File: config.mk
export PLATFORM = sky130hd
export DESIGN_NAME = three_axis_step_interpolator
export DESIGN_NICKNAME = d
export VERILOG_FILES = /design/src/rtl/tasi_pkg.sv /design/src/rtl/tasi_ctrl.sv /design/src/rtl/tasi_dp.sv /design/src/rtl/three_axis_step_interpolator.sv
export SDC_FILE = /design/constraint.sdc
export NUM_CORES = 2
export LEC_CHECK = 0
export BUFFER_PORTS_ARGS = -buffer_cell sky130_fd_sc_hd__buf_2
export CAP_MARGIN = 25
export CORE_MARGIN = 2
export CORE_UTILIZATION = 45
export CTS_CLUSTER_SIZE = 24
export DETAILED_ROUTE_END_ITERATION = 8
export PLACE_DENSITY_LB_ADDON = 0.3
export SYNTH_ARGS = -nofsm -noshare
export SYNTH_HDL_FRONTEND = slang
export SYNTH_SLANG_ARGS = --single-unit
File: constraint.sdc
create_clock -name clock -period 19.62 [get_ports clock]
set_input_delay 1.962 -clock clock [delete_from_list [all_inputs] [get_ports clock]]
set_output_delay 1.962 -clock clock [all_outputs]
set_load 0.03 [all_outputs]
File: src/rtl/tasi_pkg.sv
package tasi_pkg;

   // Field and datapath widths
   localparam int CNT_W      = 16;               // axis step counts, move length, index
   localparam int ERR_W      = CNT_W + 1;        // DDA error term, below 2*N
   localparam int HP_W       = 16;               // half period in us
   localparam int LIMIT_W    = 16;
   localparam int GAIN_W     = 12;
   localparam int PROD_W     = 2 * CNT_W;        // i*(N-i) and N*N
   localparam int GP_W       = GAIN_W + PROD_W;  // gain * i*(N-i)
   localparam int QUO_W      = 16;               // dip quotient, always below 2^QUO_W
   localparam int DIV_W      = PROD_W + QUO_W;   // divisor shifted up by QUO_W-1, plus one
   localparam int QCNT_W     = $clog2(QUO_W);
   localparam int DIP_W      = QUO_W + 1;        // quotient plus ceiling carry

   // Stream and register port widths
   localparam int REQ_DATA_W = 56;               // 3 counts + 3 dirs, padded to bytes
   localparam int RSP_DATA_W = 24;               // 3 steps + 3 dirs + half period, padded
   localparam int CSR_IDX_W  = 2;
   localparam int CSR_DATA_W = 16;

   // Register reset values
   localparam logic [HP_W-1:0]    BASE_RESET  = 16'd600;
   localparam logic [LIMIT_W-1:0] LIMIT_RESET = 16'd2400;
   localparam logic [GAIN_W-1:0]  GAIN_RESET  = 12'd2000;

   // Item kinds carried on req_tuser
   localparam logic CMD_LOAD = 1'b0;
   localparam logic CMD_STEP = 1'b1;

   // Register indexes
   localparam logic [CSR_IDX_W-1:0] CSR_BASE  = 2'd0;
   localparam logic [CSR_IDX_W-1:0] CSR_LIMIT = 2'd1;
   localparam logic [CSR_IDX_W-1:0] CSR_GAIN  = 2'd2;

   typedef enum logic [2:0] {
      ST_IDLE,
      ST_MUL_P,
      ST_MUL_G,
      ST_DIV_SETUP,
      ST_DIV,
      ST_HOLD
   } ctrl_state_type;

   // Controller to datapath commands
   typedef struct packed {
      logic load;       // latch a new move
      logic start;      // advance the index and run the DDA
      logic mul_p;      // p = i*(N-i), N*N
      logic mul_g;      // gain * p
      logic div_init;   // pick dividend and divisor
      logic div_step;   // one quotient bit
      logic out_load;   // move result into the output register
   } dp_cmd_type;

   // Datapath to controller status
   typedef struct packed {
      logic pending;    // step index below move length
   } dp_status_type;

endpackage

File: src/rtl/tasi_ctrl.sv
module tasi_ctrl (
   input  logic                   clock,
   input  logic                   reset,
   input  logic                   req_tvalid,
   output logic                   req_tready,
   input  logic                   req_tuser,
   output logic                   rsp_tvalid,
   input  logic                   rsp_tready,
   output tasi_pkg::dp_cmd_type   cmd,
   input  tasi_pkg::dp_status_type status
);
   import tasi_pkg::*;

   ctrl_state_type     state_ff, state_in;
   logic [QCNT_W-1:0]  qcnt_ff, qcnt_in;
   logic               valid_ff, valid_in;

   always_ff @(posedge clock) begin
      if (reset) begin
         state_ff <= ST_IDLE;
         qcnt_ff  <= '0;
         valid_ff <= 1'b0;
      end else begin
         state_ff <= state_in;
         qcnt_ff  <= qcnt_in;
         valid_ff <= valid_in;
      end
   end

   // Next state and commands
   always_comb begin
      state_in   = state_ff;
      qcnt_in    = qcnt_ff;
      cmd        = '0;
      req_tready = 1'b0;
      unique case (state_ff)
         ST_IDLE: begin
            req_tready = 1'b1;
            if (req_tvalid) begin
               if (req_tuser == CMD_LOAD) begin
                  cmd.load = 1'b1;
               end else if (status.pending) begin
                  cmd.start = 1'b1;
                  state_in  = ST_MUL_P;
               end
            end
         end
         ST_MUL_P: begin
            cmd.mul_p = 1'b1;
            state_in  = ST_MUL_G;
         end
         ST_MUL_G: begin
            cmd.mul_g = 1'b1;
            state_in  = ST_DIV_SETUP;
         end
         ST_DIV_SETUP: begin
            cmd.div_init = 1'b1;
            qcnt_in      = '0;
            state_in     = ST_DIV;
         end
         ST_DIV: begin
            cmd.div_step = 1'b1;
            qcnt_in      = qcnt_ff + 1'b1;
            if (qcnt_ff == QCNT_W'(QUO_W - 1)) begin
               state_in = ST_HOLD;
            end
         end
         ST_HOLD: begin
            // wait for the output register to free up
            if (!valid_ff || rsp_tready) begin
               cmd.out_load = 1'b1;
               state_in     = ST_IDLE;
            end
         end
         default: state_in = ST_IDLE;
      endcase
   end

   // Output valid flag
   always_comb begin
      if (cmd.out_load) begin
         valid_in = 1'b1;
      end else if (rsp_tready) begin
         valid_in = 1'b0;
      end else begin
         valid_in = valid_ff;
      end
   end

   assign rsp_tvalid = valid_ff;

endmodule

File: src/rtl/tasi_dp.sv
module tasi_dp (
   input  logic                                clock,
   input  logic                                reset,
   input  tasi_pkg::dp_cmd_type                cmd,
   output tasi_pkg::dp_status_type             status,
   input  logic [tasi_pkg::REQ_DATA_W-1:0]     req_tdata,
   input  logic                                csr_we,
   input  logic [tasi_pkg::CSR_IDX_W-1:0]      csr_index,
   input  logic [tasi_pkg::CSR_DATA_W-1:0]     csr_wdata,
   output logic [tasi_pkg::RSP_DATA_W-1:0]     rsp_tdata,
   output logic                                rsp_tlast
);
   import tasi_pkg::*;

   // Settings
   logic [HP_W-1:0]    base_ff, base_in;
   logic [LIMIT_W-1:0] limit_ff, limit_in;
   logic [GAIN_W-1:0]  gain_ff, gain_in;

   // Move state
   logic [CNT_W-1:0]   n_ff, n_in;
   logic [CNT_W-1:0]   idx_ff, idx_in;
   logic [CNT_W-1:0]   cnt_ff [3];
   logic [CNT_W-1:0]   cnt_in [3];
   logic [ERR_W-1:0]   err_ff [3];
   logic [ERR_W-1:0]   err_in [3];
   logic [2:0]         dir_ff, dir_in;

   // Step result staging and arithmetic
   logic [2:0]         step_ff, step_in;
   logic               last_ff, last_in;
   logic [PROD_W-1:0]  p_ff, p_in;
   logic [PROD_W-1:0]  nsq_ff, nsq_in;
   logic [GP_W-1:0]    gp_ff, gp_in;
   logic [DIV_W-1:0]   rem_ff, rem_in;
   logic [DIV_W-1:0]   dsh_ff, dsh_in;
   logic [QUO_W-1:0]   quo_ff, quo_in;

   // Output register
   logic [RSP_DATA_W-1:0] out_ff, out_in;
   logic                  olast_ff, olast_in;

   // Load unpacking and helpers
   logic [CNT_W-1:0]   ld_cnt [3];
   logic [CNT_W-1:0]   ld_max;
   logic [CNT_W-1:0]   idx_nxt;
   logic [ERR_W-1:0]   err_sum [3];
   logic               rem_ge;
   logic [DIP_W-1:0]   dip;
   logic [HP_W-1:0]    hp;

   always_ff @(posedge clock) begin
      if (reset) begin
         base_ff  <= BASE_RESET;
         limit_ff <= LIMIT_RESET;
         gain_ff  <= GAIN_RESET;
         n_ff     <= '0;
         idx_ff   <= '0;
         dir_ff   <= '0;
         for (int k = 0; k < 3; k++) begin
            cnt_ff[k] <= '0;
            err_ff[k] <= '0;
         end
      end else begin
         base_ff  <= base_in;
         limit_ff <= limit_in;
         gain_ff  <= gain_in;
         n_ff     <= n_in;
         idx_ff   <= idx_in;
         dir_ff   <= dir_in;
         for (int k = 0; k < 3; k++) begin
            cnt_ff[k] <= cnt_in[k];
            err_ff[k] <= err_in[k];
         end
      end
   end

   always_ff @(posedge clock) begin
      step_ff  <= step_in;
      last_ff  <= last_in;
      p_ff     <= p_in;
      nsq_ff   <= nsq_in;
      gp_ff    <= gp_in;
      rem_ff   <= rem_in;
      dsh_ff   <= dsh_in;
      quo_ff   <= quo_in;
      out_ff   <= out_in;
      olast_ff <= olast_in;
   end

   // Register writes; index 3 is ignored
   always_comb begin
      base_in  = base_ff;
      limit_in = limit_ff;
      gain_in  = gain_ff;
      if (csr_we) begin
         unique case (csr_index)
            CSR_BASE:  base_in  = csr_wdata[HP_W-1:0];
            CSR_LIMIT: limit_in = csr_wdata[LIMIT_W-1:0];
            CSR_GAIN:  gain_in  = csr_wdata[GAIN_W-1:0];
            default:   ;
         endcase
      end
   end

   // Load fields: counts in the low 48 bits, directions above
   always_comb begin
      for (int k = 0; k < 3; k++) begin
         ld_cnt[k] = req_tdata[k*CNT_W +: CNT_W];
      end
      ld_max = ld_cnt[0];
      if (ld_cnt[1] > ld_max) ld_max = ld_cnt[1];
      if (ld_cnt[2] > ld_max) ld_max = ld_cnt[2];
   end

   assign idx_nxt        = idx_ff + 1'b1;
   assign status.pending = (idx_ff < n_ff);

   // Move state and DDA: err tracks i*count - taken*N, kept below N
   always_comb begin
      n_in    = n_ff;
      idx_in  = idx_ff;
      dir_in  = dir_ff;
      step_in = step_ff;
      last_in = last_ff;
      for (int k = 0; k < 3; k++) begin
         cnt_in[k]  = cnt_ff[k];
         err_in[k]  = err_ff[k];
         err_sum[k] = err_ff[k] + ERR_W'(cnt_ff[k]);
      end
      if (cmd.load) begin
         n_in   = ld_max;
         idx_in = '0;
         dir_in = req_tdata[3*CNT_W +: 3];
         for (int k = 0; k < 3; k++) begin
            cnt_in[k] = ld_cnt[k];
            err_in[k] = '0;
         end
      end else if (cmd.start) begin
         idx_in  = idx_nxt;
         last_in = (idx_nxt == n_ff);
         for (int k = 0; k < 3; k++) begin
            if (err_sum[k] >= ERR_W'(n_ff)) begin
               step_in[k] = 1'b1;
               err_in[k]  = err_sum[k] - ERR_W'(n_ff);
            end else begin
               step_in[k] = 1'b0;
               err_in[k]  = err_sum[k];
            end
         end
      end
   end

   // Products, one multiplier per register
   always_comb begin
      p_in   = p_ff;
      nsq_in = nsq_ff;
      gp_in  = gp_ff;
      if (cmd.mul_p) begin
         p_in   = PROD_W'(idx_ff) * PROD_W'(n_ff - idx_ff);
         nsq_in = PROD_W'(n_ff) * PROD_W'(n_ff);
      end
      if (cmd.mul_g) begin
         gp_in = GP_W'(gain_ff) * GP_W'(p_ff);
      end
   end

   // Restoring divider, one quotient bit per cycle; quotient fits QUO_W bits
   assign rem_ge = (rem_ff >= dsh_ff);

   always_comb begin
      rem_in = rem_ff;
      dsh_in = dsh_ff;
      quo_in = quo_ff;
      if (cmd.div_init) begin
         quo_in = '0;
         if (n_ff <= limit_ff) begin
            rem_in = DIV_W'(p_ff);
            dsh_in = DIV_W'(n_ff) << (QUO_W - 1);
         end else begin
            rem_in = DIV_W'(gp_ff);
            dsh_in = DIV_W'(nsq_ff) << (QUO_W - 1);
         end
      end else if (cmd.div_step) begin
         if (rem_ge) begin
            rem_in = rem_ff - dsh_ff;
         end
         quo_in = {quo_ff[QUO_W-2:0], rem_ge};
         dsh_in = dsh_ff >> 1;
      end
   end

   // Ceiling of the quotient, then saturating subtract from the base
   assign dip = DIP_W'(quo_ff) + DIP_W'(rem_ff != '0);
   assign hp  = (dip >= DIP_W'(base_ff)) ? '0 : base_ff - HP_W'(dip);

   always_comb begin
      out_in   = out_ff;
      olast_in = olast_ff;
      if (cmd.out_load) begin
         out_in   = RSP_DATA_W'({hp, dir_ff, step_ff});
         olast_in = last_ff;
      end
   end

   assign rsp_tdata = out_ff;
   assign rsp_tlast = olast_ff;

endmodule

File: src/rtl/three_axis_step_interpolator.sv
// Three-axis step interpolator: exact integer DDA with parabolic pacing.
// req channel: tuser = kind (0 load a move, 1 advance one major step).
//   A load item latches three axis counts and directions and gives no
//   result. A step item with a move pending gives one
//   rsp item with the axis pulses, directions and the half period; a step
//   item with no move pending is taken and dropped.
// rsp channel: tlast marks the final step of the move.
// A step result passes through ST_MUL_P and ST_MUL_G, ST_DIV_SETUP, the
//   bit-serial divider in ST_DIV and then ST_HOLD, which loads the output
//   register. One step item is in work at a time; no new item is taken until
//   its result is in the output register. Loads run at one per cycle while idle.
// The output register lets the next item be taken while a result waits;
//   if rsp_tready stays low, the following step holds its result inside
//   and req_tready stays low until the output register frees.
// Reset (synchronous) returns the registers to their defaults and clears
//   the move, so step items give nothing until a load.
// csr port: a write lands at the clock edge where csr_we is high.
module three_axis_step_interpolator (
   input  logic                                clock,
   input  logic                                reset,
   input  logic                                req_tvalid,
   output logic                                req_tready,
   // count_x, count_y, count_z, dir_x_in, dir_y_in, dir_z_in, zero pad
   input  logic [tasi_pkg::REQ_DATA_W-1:0]     req_tdata,
   // cmd
   input  logic                                req_tuser,
   output logic                                rsp_tvalid,
   input  logic                                rsp_tready,
   // step_x, step_y, step_z, dir_x, dir_y, dir_z, half_period_us, zero pad
   output logic [tasi_pkg::RSP_DATA_W-1:0]     rsp_tdata,
   output logic                                rsp_tlast,
   input  logic                                csr_we,
   input  logic [tasi_pkg::CSR_IDX_W-1:0]      csr_index,
   input  logic [tasi_pkg::CSR_DATA_W-1:0]     csr_wdata
);
   import tasi_pkg::*;

   dp_cmd_type    cmd;
   dp_status_type status;

   tasi_ctrl u_ctrl (
      .clock      (clock),
      .reset      (reset),
      .req_tvalid (req_tvalid),
      .req_tready (req_tready),
      .req_tuser  (req_tuser),
      .rsp_tvalid (rsp_tvalid),
      .rsp_tready (rsp_tready),
      .cmd        (cmd),
      .status     (status)
   );

   tasi_dp u_dp (
      .clock      (clock),
      .reset      (reset),
      .cmd        (cmd),
      .status     (status),
      .req_tdata  (req_tdata),
      .csr_we     (csr_we),
      .csr_index  (csr_index),
      .csr_wdata  (csr_wdata),
      .rsp_tdata  (rsp_tdata),
      .rsp_tlast  (rsp_tlast)
   );

endmodule

==> impl_results.md <==
- Status: complete, no violations
- Initial core utilization: 45.4%
- Vias post-DR: 42700
- CTS Buffer Depth: 3
- Hold-fix buffers, CTS: 0
- Layout cells sized above 1: 5.28%
- Die width: 355 um
- CTS buffer count: 52
- Post-Syn Area: 0.0554 mm^2
- Kind of critical path: reg -> reg
- Setup bufs post-CTS: 0
- 1st-pass router iterations: 6
- Hold Crit Endpoint: u_dp.rsp_tdata[0]$_DFFE_PP_
- Clock sink count: 431
- Unrepaired setup endpoints after global routing: no
- Ports: 107
- EDFF count, synth: 229
- Critical path's most frequent cell: fa_1
- Seq cells post-synth: 431
- Seq/Total Area, Yosys: 19.7%
- Antenna violations before repair: 3
- H-tree depth: 2
- Largest net degree at the start of global routing: 85
- Total GRT Usage: 23.8%
- Worst min-delay path startpoint: u_dp.step_ff[0]$_DFFE_PP_
- Final Skew: 49.3 ps
- Yosys top cell area share: 26.9%
- Routed Antenna Nets: 0
- Vias/cell: 5.47
- Drt total wl: 149000 um
- Final count of negative-setup-slack endpoints: 0
- Worst-Margin Slew: 1060 ps
- Tmin final: 9790 ps
- CTS Root Cell: clkbuf_16
- Cells after synthesis: 6157
- Die Ht: 355 um
- Clk Latency, worst-skew pair: 660 ps
- Crit path max fanout: 18
- Total Die Area: 0.126 mm^2
- Critical Path Sink Type: register
- CP peak stage delay: 910 ps
- Post-DP HPWL: 115000 um
- CTS tree: yes
- Ys async rst share: 0%
- Fin nets: 7441
- Reg clk slew, reported paths: 70 ps
- Row count: 128
- Area growth syn-to-layout: 7.31%
- Unique cell type count in the Yosys netlist: 95
- CTS-repair resized insts: 0
- Routed len/inst: 19.1 um
- PortBufs: 99
- Final Max Slew Viols: 0
- Global route overflow: 0
- Most frequent cells after synthesis: inv_1 (1007), nand2_1 (811), fa_1 (743), ha_1 (487), a21oi_1 (346)
- Most common cell in the netlist: inv_1
- Final hold vios: 0
- Ys Warns: 0
- Initial DRC count: 2861
- Worst slew margin: 28.8%
- Maximum Capacitance Violations: 0
- FF-to-FF Start: u_dp.idx_ff[4]$_SDFFE_PP0P_
- CP Data Arrival Time: 10180 ps
- R2R setup slack: 9830 ps
- Number of global-route vias before repair: 43300
- Antenna cells: 0
- Number of remaining DRC errors: 0
- R2R Path End: u_dp.p_ff[31]$_DFFE_PP_
- Average size of a mapped cell: 8.99 um^2
- Final GP Congestion: 0.904
- Top post-synthesis cells by area: fa_1 (27%), edfxtp_1 (12%), ha_1 (11%)
- Final worst-path cycle share: 49.9%
- Hold path depth: 0
- CP required: 20010 ps
- Worst Reg-to-Reg Cells: 30
- First-pass GRT wire length: 238000 um
- Core box area: 0.122 mm^2
- Worst Hold Class: reg -> reg
- Crit start category: register
- Slowest-stage cell, CP: dfxtp_1
- Synth area leader: fa_1
- Top FF cell, synth: edfxtp_1
- Setup_tns: 0 ps
- Max frequency: 102 MHz
==> cells in the final DEF (no fill, tap or decap), types with 54 or more instances in the layout <==
cell type / count
xnor2_1: 207
xor2_1: 75
o21ai_0: 124
fa_1: 743
nand2_1: 811
buf_4: 75
dfxtp_1: 199
mux2i_1: 106
edfxtp_1: 229
o21a_1: 61
a21oi_1: 345
buf_2: 98
clkbuf_16: 54
and2_1: 211
ha_1: 487
nor2_1: 311
inv_1: 1006
nand3_1: 86
a21o_1: 117
nor3_1: 71
==> flip-flops by register name, summed over array words and instances, names as in the netlist, 22 cells and up <==
register,count
u_dp.cnt_ff,48
u_dp.dsh_ff,47
u_dp.err_ff,51
u_dp.gp_ff,44
u_dp.nsq_ff,31
u_dp.p_ff,32
u_dp.rem_ff,48
u_dp.rsp_tdata,22
==> worst max path at each step <==
stage                                     start                       to  slack [ps]
global placement    u_dp.idx_ff[4]$_SDFFE_PP0P_  u_dp.p_ff[31]$_DFFE_PP_       10090
finish              u_dp.idx_ff[4]$_SDFFE_PP0P_  u_dp.p_ff[31]$_DFFE_PP_        9830
global route        u_dp.idx_ff[4]$_SDFFE_PP0P_  u_dp.p_ff[31]$_DFFE_PP_        9340
detailed placement  u_dp.idx_ff[4]$_SDFFE_PP0P_  u_dp.p_ff[31]$_DFFE_PP_        9990
CTS                 u_dp.idx_ff[4]$_SDFFE_PP0P_  u_dp.p_ff[31]$_DFFE_PP_        9950
floorplan             u_dp.n_ff[1]$_SDFFE_PP0P_  u_dp.p_ff[31]$_DFFE_PP_       11060
==> critical path, delay by kind of cell, from the launching register on <==
family | cells | cell delay, ps
adder cells (fa/ha/maj) | 8 | 3640
AND/OR/NAND/NOR | 4 | 1290
buffers and inverters | 5 | 570
flip-flops | 1 | 910
AO/OA/AOI/OAI | 13 | 3090
==> area by class of cell <==
| class | instances | area, um^2 |
|---|---|---|
| flip-flops and latches | 431 | 10900 |
| clock inverters | 25 | 283 |
| fillers | 11400 | 62500 |
| repair buffers | 176 | 1110 |
| multi-input cells | 4451 | 39700 |
| clock buffers | 72 | 1510 |
| well taps | 1625 | 2030 |
| inverters | 1019 | 3830 |
==> per-stage QoR <==
step	util, %	instance area [um^2]	hold slack (ps)	worst slack [ps]	cells
floorplan	-	55400	400	11060	6158
global placement	47.2	57600	407	10090	7699
detailed placement	47.2	57600	407	9990	7700
CTS	48.7	59400	421	9950	7797
global route	48.8	59400	430	9340	7799
finish	48.8	59400	425	9830	7799
==> kinds of logic (layout without fill, tap and decap cells) <==
family,Yosys count,after routing,synth area share (%)
simple gates,1806,1806,15.2
buf+inv,1276,1292,8.74
fa+ha+maj,1230,1230,37.9
compound gates,1015,1015,11.9
flops,431,431,19.7
xor+xnor,289,289,4.57
mux,109,109,1.98
other cells,1,2,0.00677
==> metal layers <==
metal  up-vias  wire, um  track usage, %
li1      20000         -               -
met1     21100     67400            33.5
met4         0      3890            6.23
met5         -         0               0
met2      1283     67500            38.6
met3       230      9940            3.49
Power is not shown: default switching activity piles up to over one toggle a cycle in this logic, so the estimate is an artifact.
